**src/rtl/sac_lru_pkg.sv**
```systemverilog
package sac_lru_pkg;

    // default sizes of the tag store
    localparam int DEF_MAX_WAYS  = 8;
    localparam int DEF_MAX_SETS  = 256;
    localparam int DEF_ADDR_BITS = 32;

    // fixed field widths
    localparam int ACT_W     = 2;
    localparam int IN_ADDR_W = 32;
    localparam int CNT_W     = 32;
    localparam int OUT_WAY_W = 3;
    localparam int CFG_W     = 4;
    localparam int CFG_IDX_W = 2;

    // action codes
    localparam logic [ACT_W-1:0] ACT_ACCESS = 2'd0;
    localparam logic [ACT_W-1:0] ACT_CLEAR  = 2'd2;

    // configuration register indexes
    localparam logic [CFG_IDX_W-1:0] REG_OFFSET_BITS = 2'd0;
    localparam logic [CFG_IDX_W-1:0] REG_SET_BITS    = 2'd1;
    localparam logic [CFG_IDX_W-1:0] REG_WAYS_IN_USE = 2'd2;

    // configuration reset values
    localparam logic [CFG_W-1:0] RST_OFFSET_BITS = 4'd4;
    localparam logic [CFG_W-1:0] RST_SET_BITS    = 4'd4;
    localparam logic [CFG_W-1:0] RST_WAYS_IN_USE = 4'd4;

    // controller to datapath commands
    typedef struct packed {
        logic capture;        // word accepted: latch tag, read the set row
        logic init_wr;        // reset pass: write initial row at sweep pointer
        logic clr_wr;         // clear pass: zero valid row at sweep pointer
        logic commit_access;  // write back the set, update counters, load result
        logic commit_plain;   // load result of a no-op or clear word
    } dp_cmd_t;

    // datapath to controller status
    typedef struct packed {
        logic act_access;     // incoming word is an access
        logic act_clear;      // incoming word is a clear
        logic sweep_last;     // sweep pointer at the last set
        logic out_free;       // result register can take a new word
    } dp_status_t;

endpackage

```
**src/rtl/sac_lru_ctrl.sv**
```systemverilog
module sac_lru_ctrl (
    input  logic                   aclk,
    input  logic                   aresetn,
    input  logic                   s_valid,
    output logic                   s_ready,
    input  sac_lru_pkg::dp_status_t status,
    output sac_lru_pkg::dp_cmd_t    cmd
);
    import sac_lru_pkg::*;

    typedef enum logic [2:0] {
        ST_INIT,
        ST_IDLE,
        ST_LOOKUP,
        ST_SWEEP,
        ST_FINISH
    } state_t;

    state_t state_reg;
    logic   s_ready_reg;

    // state and ready
    always_ff @(posedge aclk) begin
        if (!aresetn) begin
            state_reg   <= ST_INIT;
            s_ready_reg <= 1'b0;
        end else begin
            unique case (state_reg)
                ST_INIT: begin
                    if (status.sweep_last) begin
                        state_reg   <= ST_IDLE;
                        s_ready_reg <= 1'b1;
                    end
                end
                ST_IDLE: begin
                    if (s_valid) begin
                        s_ready_reg <= 1'b0;
                        if (status.act_access) begin
                            state_reg <= ST_LOOKUP;
                        end else if (status.act_clear) begin
                            state_reg <= ST_SWEEP;
                        end else begin
                            state_reg <= ST_FINISH;
                        end
                    end
                end
                ST_LOOKUP: begin
                    if (status.out_free) begin
                        state_reg   <= ST_IDLE;
                        s_ready_reg <= 1'b1;
                    end
                end
                ST_SWEEP: begin
                    if (status.sweep_last) begin
                        state_reg <= ST_FINISH;
                    end
                end
                ST_FINISH: begin
                    if (status.out_free) begin
                        state_reg   <= ST_IDLE;
                        s_ready_reg <= 1'b1;
                    end
                end
                default: begin
                    state_reg   <= ST_INIT;
                    s_ready_reg <= 1'b0;
                end
            endcase
        end
    end

    assign s_ready = s_ready_reg;

    // command decode
    always_comb begin
        cmd               = '0;
        cmd.capture       = (state_reg == ST_IDLE) && s_valid;
        cmd.init_wr       = (state_reg == ST_INIT);
        cmd.clr_wr        = (state_reg == ST_SWEEP);
        cmd.commit_access = (state_reg == ST_LOOKUP) && status.out_free;
        cmd.commit_plain  = (state_reg == ST_FINISH) && status.out_free;
    end

endmodule

```
**config.mk**
```make
export PLATFORM = sky130hd
export DESIGN_NAME = sac_lru_ctrl
export DESIGN_NICKNAME = d
export VERILOG_FILES = /design/src/rtl/sac_lru_pkg.sv /design/src/rtl/sac_lru_ctrl.sv
export SDC_FILE = /design/constraint.sdc
export NUM_CORES = 1
export LEC_CHECK = 0
export CAP_MARGIN = 15
export CORE_AREA = 2 2 39 41
export DETAILED_ROUTE_END_ITERATION = 10
export DIE_AREA = 0 0 41 43
export DONT_BUFFER_PORTS = 1
export PLACE_DENSITY_LB_ADDON = 0.25
export SLEW_MARGIN = 20
export SYNTH_ARGS = -nofsm -noshare
export SYNTH_HDL_FRONTEND = slang
export SYNTH_SLANG_ARGS = --single-unit
```
**constraint.sdc**
```tcl
create_clock -name aclk -period 1.7 [get_ports aclk]
set_clock_uncertainty 0.05 [all_clocks]
set_input_delay 0.17 -clock aclk [delete_from_list [all_inputs] [get_ports aclk]]
set_output_delay 0.17 -clock aclk [all_outputs]
set_load 0.02 [all_outputs]
```
==> run_results.csv <==
group,metric,value,unit
routing,vias_per_cell,5.02,
critical_path,slowest_delay,0.52,ns
cells_and_area,area_growth,17.5,%
cts,clk_path_buf_depth,2,
power_and_ir_drop,clockPowerShare,39.1,%
routing,wl_per_cell,11.8,um
floorplan,start_util,22.2,%
yosys,syn_area_per_cell,7.89,um^2
timing,finalSetupViolCount,0,
yosys,async_reset_ff_share,0,%
cts,h-tree-depth,1,
critical_path,start_kind,"flip-flop",
power_and_ir_drop,internal_power,0.211,mW
cells_and_area,antenna_cells,0,
critical_path,worstSetupPathType,"reg -> out",
power_and_ir_drop,p_leak,0.149,nW
timing,rsz0062_at_grt,"no",
floorplan,dieArea,1760,um^2
yosys,ys.flop_type,"dfxtp_1",
grt,grt_pass1_wl,1020,um
cts,clkSinkCount,4,
cts,clkSlewWorstSetupHoldPaths,0.04,ns
place,place.gp.congestion,0.724,
yosys,syn_inst,39,
cells_and_area,largest_register_ffs,3,
cells_and_area,multiInputGateArea,195,um^2
run_status,status,"finished clean",
yosys,yosys.cell_count.top_type,"dfxtp_1",
yosys,ys_warn_count,0,
power_and_ir_drop,sequentialPowerShare,40.4,%
yosys,yosys-mux-area-fraction,3.25,%
critical_path,worstPathRequired,1.48,ns
yosys,synth_top_family_by_area,"simple AND/OR/NAND/NOR gates",
yosys,synth_edf_count,0,
grt,grt_max_degree,14,
timing,drv_slew,0,
routing,detail-route-antenna-nets,0,
grt,grt_pass1_vias,245,
critical_path,cp.arrival,1.27,ns
timing,whs,0.0130,ns
critical_path,setup.worst_path.end_class,"primary output",
routing,drtIter0Drc,7,
routing,route.vias.total,296,
yosys,synth.area.top_cells,"dfxtp_1 (26%), nor3_1 (4.9%), a221oi_2 (4.9%)",
floorplan,ios,13,
floorplan,die_w,41,um
cts,clock_latency,0.23,ns
yosys,yosysTopAreaCell,"dfxtp_1",
worst_hold_path,hold_class,"in -> reg",
timing,fmax,0.670,GHz
cts,cts-buffers-inserted,3,
yosys,syn-num-nets,46,
place,port_buffers,0,
yosys,synth_area,308,um^2
routing,remaining_drc_errors,0,
timing,finalSetupTns,0,ns
floorplan,core,1380,um^2
routing,dr.pass1.iters,4,
grt,grt.overflow.total,0,
critical_path,cp_slowest_cell,"dfxtp_1",
timing,relSlewSlack,76.1,%
floorplan,num_rows,14,
floorplan,dieHeight,43,um
grt,antenna_found_initial,0,
yosys,ys_seq_area_share,26.0,%
power_and_ir_drop,ir_drop,0.338,mV
critical_path,crit_path_cell_trace,"inv_1 > nor3_1 > buf_4",
yosys,synth.distinct_cells,25,
grt,grtUsageTotal,9.13,%
yosys,synth_fa_ha_area_share,0,%
cts,cts_tree,"built",
yosys,synthXorXnorAreaFrac,0,%
cells_and_area,filler_cell_count,152,
cts,clock_tree.root_cell,"clkbuf_4",
cts,post_cts_buffers,0,
routing,drt-total-wl,698,um
power_and_ir_drop,swShare,28.4,%
critical_path,critPathMaxFanout,13,
run,max_cap_violations,0,
cells_and_area,final_nets,52,
timing,final_hold_viol_count,0,
timing,tightest_slew,0.358,ns
power_and_ir_drop,p_sw,0.0834,mW
timing,period_minus_slack,1.49,ns
power_and_ir_drop,combPwrFrac,20.6,%
yosys,yosysTopAreaCellShare,26.0,%
yosys,ys_seq_elements,4,
cells_and_area,drive_gt1_share,18.6,%
yosys,synthTopCellsByCount,"dfxtp_1 (4), inv_1 (3), nor3_1 (3)",
yosys,synth-simple-area-share,32.1,%
power_and_ir_drop,power_density,813,nW/um^2
yosys,synth-compound-area-share,28.0,%
cells_and_area,seq_area,80.1,um^2
timing,fin_crit_sh,87.8,%
path summary, 6_finish.rpt:
check,start,end,slack [ns],cells after the start
max,state_reg[1]$_SDFFE_PN0P_,cmd[1],0.21,3
max reg2reg,state_reg[1]$_SDFFE_PN0P_,s_ready$_SDFFE_PN0P_,0.43,3
min,aresetn,state_reg[0]$_SDFFE_PN0P_,0.01,2
min reg2reg,state_reg[2]$_SDFFE_PN0P_,state_reg[2]$_SDFFE_PN0P_,0.57,2
cells by family after synthesis:
family | count (synthesis)
AOI/OAI and AO/OA | 11
buffers and inverters | 6
and+or+nand+nor | 17
muxes | 1
DFF | 4
worst max-delay path, delay by kind of cell, from the launching register on:
| kind | cells | cell delay, ns |
|---|---|---|
| flops | 1 | 0.52 |
| buf+inv | 2 | 0.31 |
| simple gates | 1 | 0.20 |
cell usage in the layout, fill, tap and decap left out, drive strengths merged:
cell type / n
dfxtp: 4
nor3: 3
inv: 3
clkbuf: 3
buf: 3
and3: 2
nand2b: 2
a21oi: 2
o21ai: 2
nand2: 2
nor2: 2
and2b: 1
and2: 1
mux2i: 1
or2: 1
a31oi: 1
nor2b: 1
a221oi: 1
o21bai: 1
o2111ai: 1
nand4b: 1
nor3b: 1
a211oi: 1
o221a: 1
o211a: 1
dlygate4sd3: 1
stage by stage:
stage | util, % | worst slack [ns] | cells | instance area [um^2] | total power, mW
3_3_place_gp | 23.8 | 0.433 | 55 | 329 | 0.180
3_5_place_dp | 23.8 | 0.462 | 55 | 329 | 0.178
4_1_cts | 25.4 | 0.200 | 58 | 352 | 0.299
5_1_grt | 26.1 | 0.0864 | 59 | 362 | 0.325
6_report | 26.1 | 0.208 | 59 | 362 | 0.294
2_1_floorplan | - | 0.431 | 39 | 308 | 0.168
power by group through the flow:
stage / clock [mW] / sequential [mW] / combinational [mW]
2_1_floorplan: 0 / 0.110 / 0.0582
3_3_place_gp: 0 / 0.121 / 0.0595
3_5_place_dp: 0 / 0.120 / 0.0582
4_1_cts: 0.122 / 0.118 / 0.0585
5_1_grt: 0.138 / 0.120 / 0.0674
6_report: 0.115 / 0.119 / 0.0605
per-layer routing:
layer	GRT usage [%]	vias up	routed length, um
li1	-	150	-
met1	12.2	134	311
met2	9.69	12	292
met3	5.24	0	94
met4	8.00	0	0
met5	0	-	0
cell type report:
cell class	instances	share of cell area, %
multi-input cells	29	54.0
flip-flops and latches	4	22.1
repair buffers	4	9.00
clock buffers	3	6.23
well taps	16	5.54
inverters	3	3.11
timing repair:
action	4_1_cts	5_1_grt
setup endpoints to repair	0	0
resized for setup	0	0
endpoints found under the hold margin	0	1
hold buffers	0	1
Note: power is estimated with default switching activity, not from simulation.
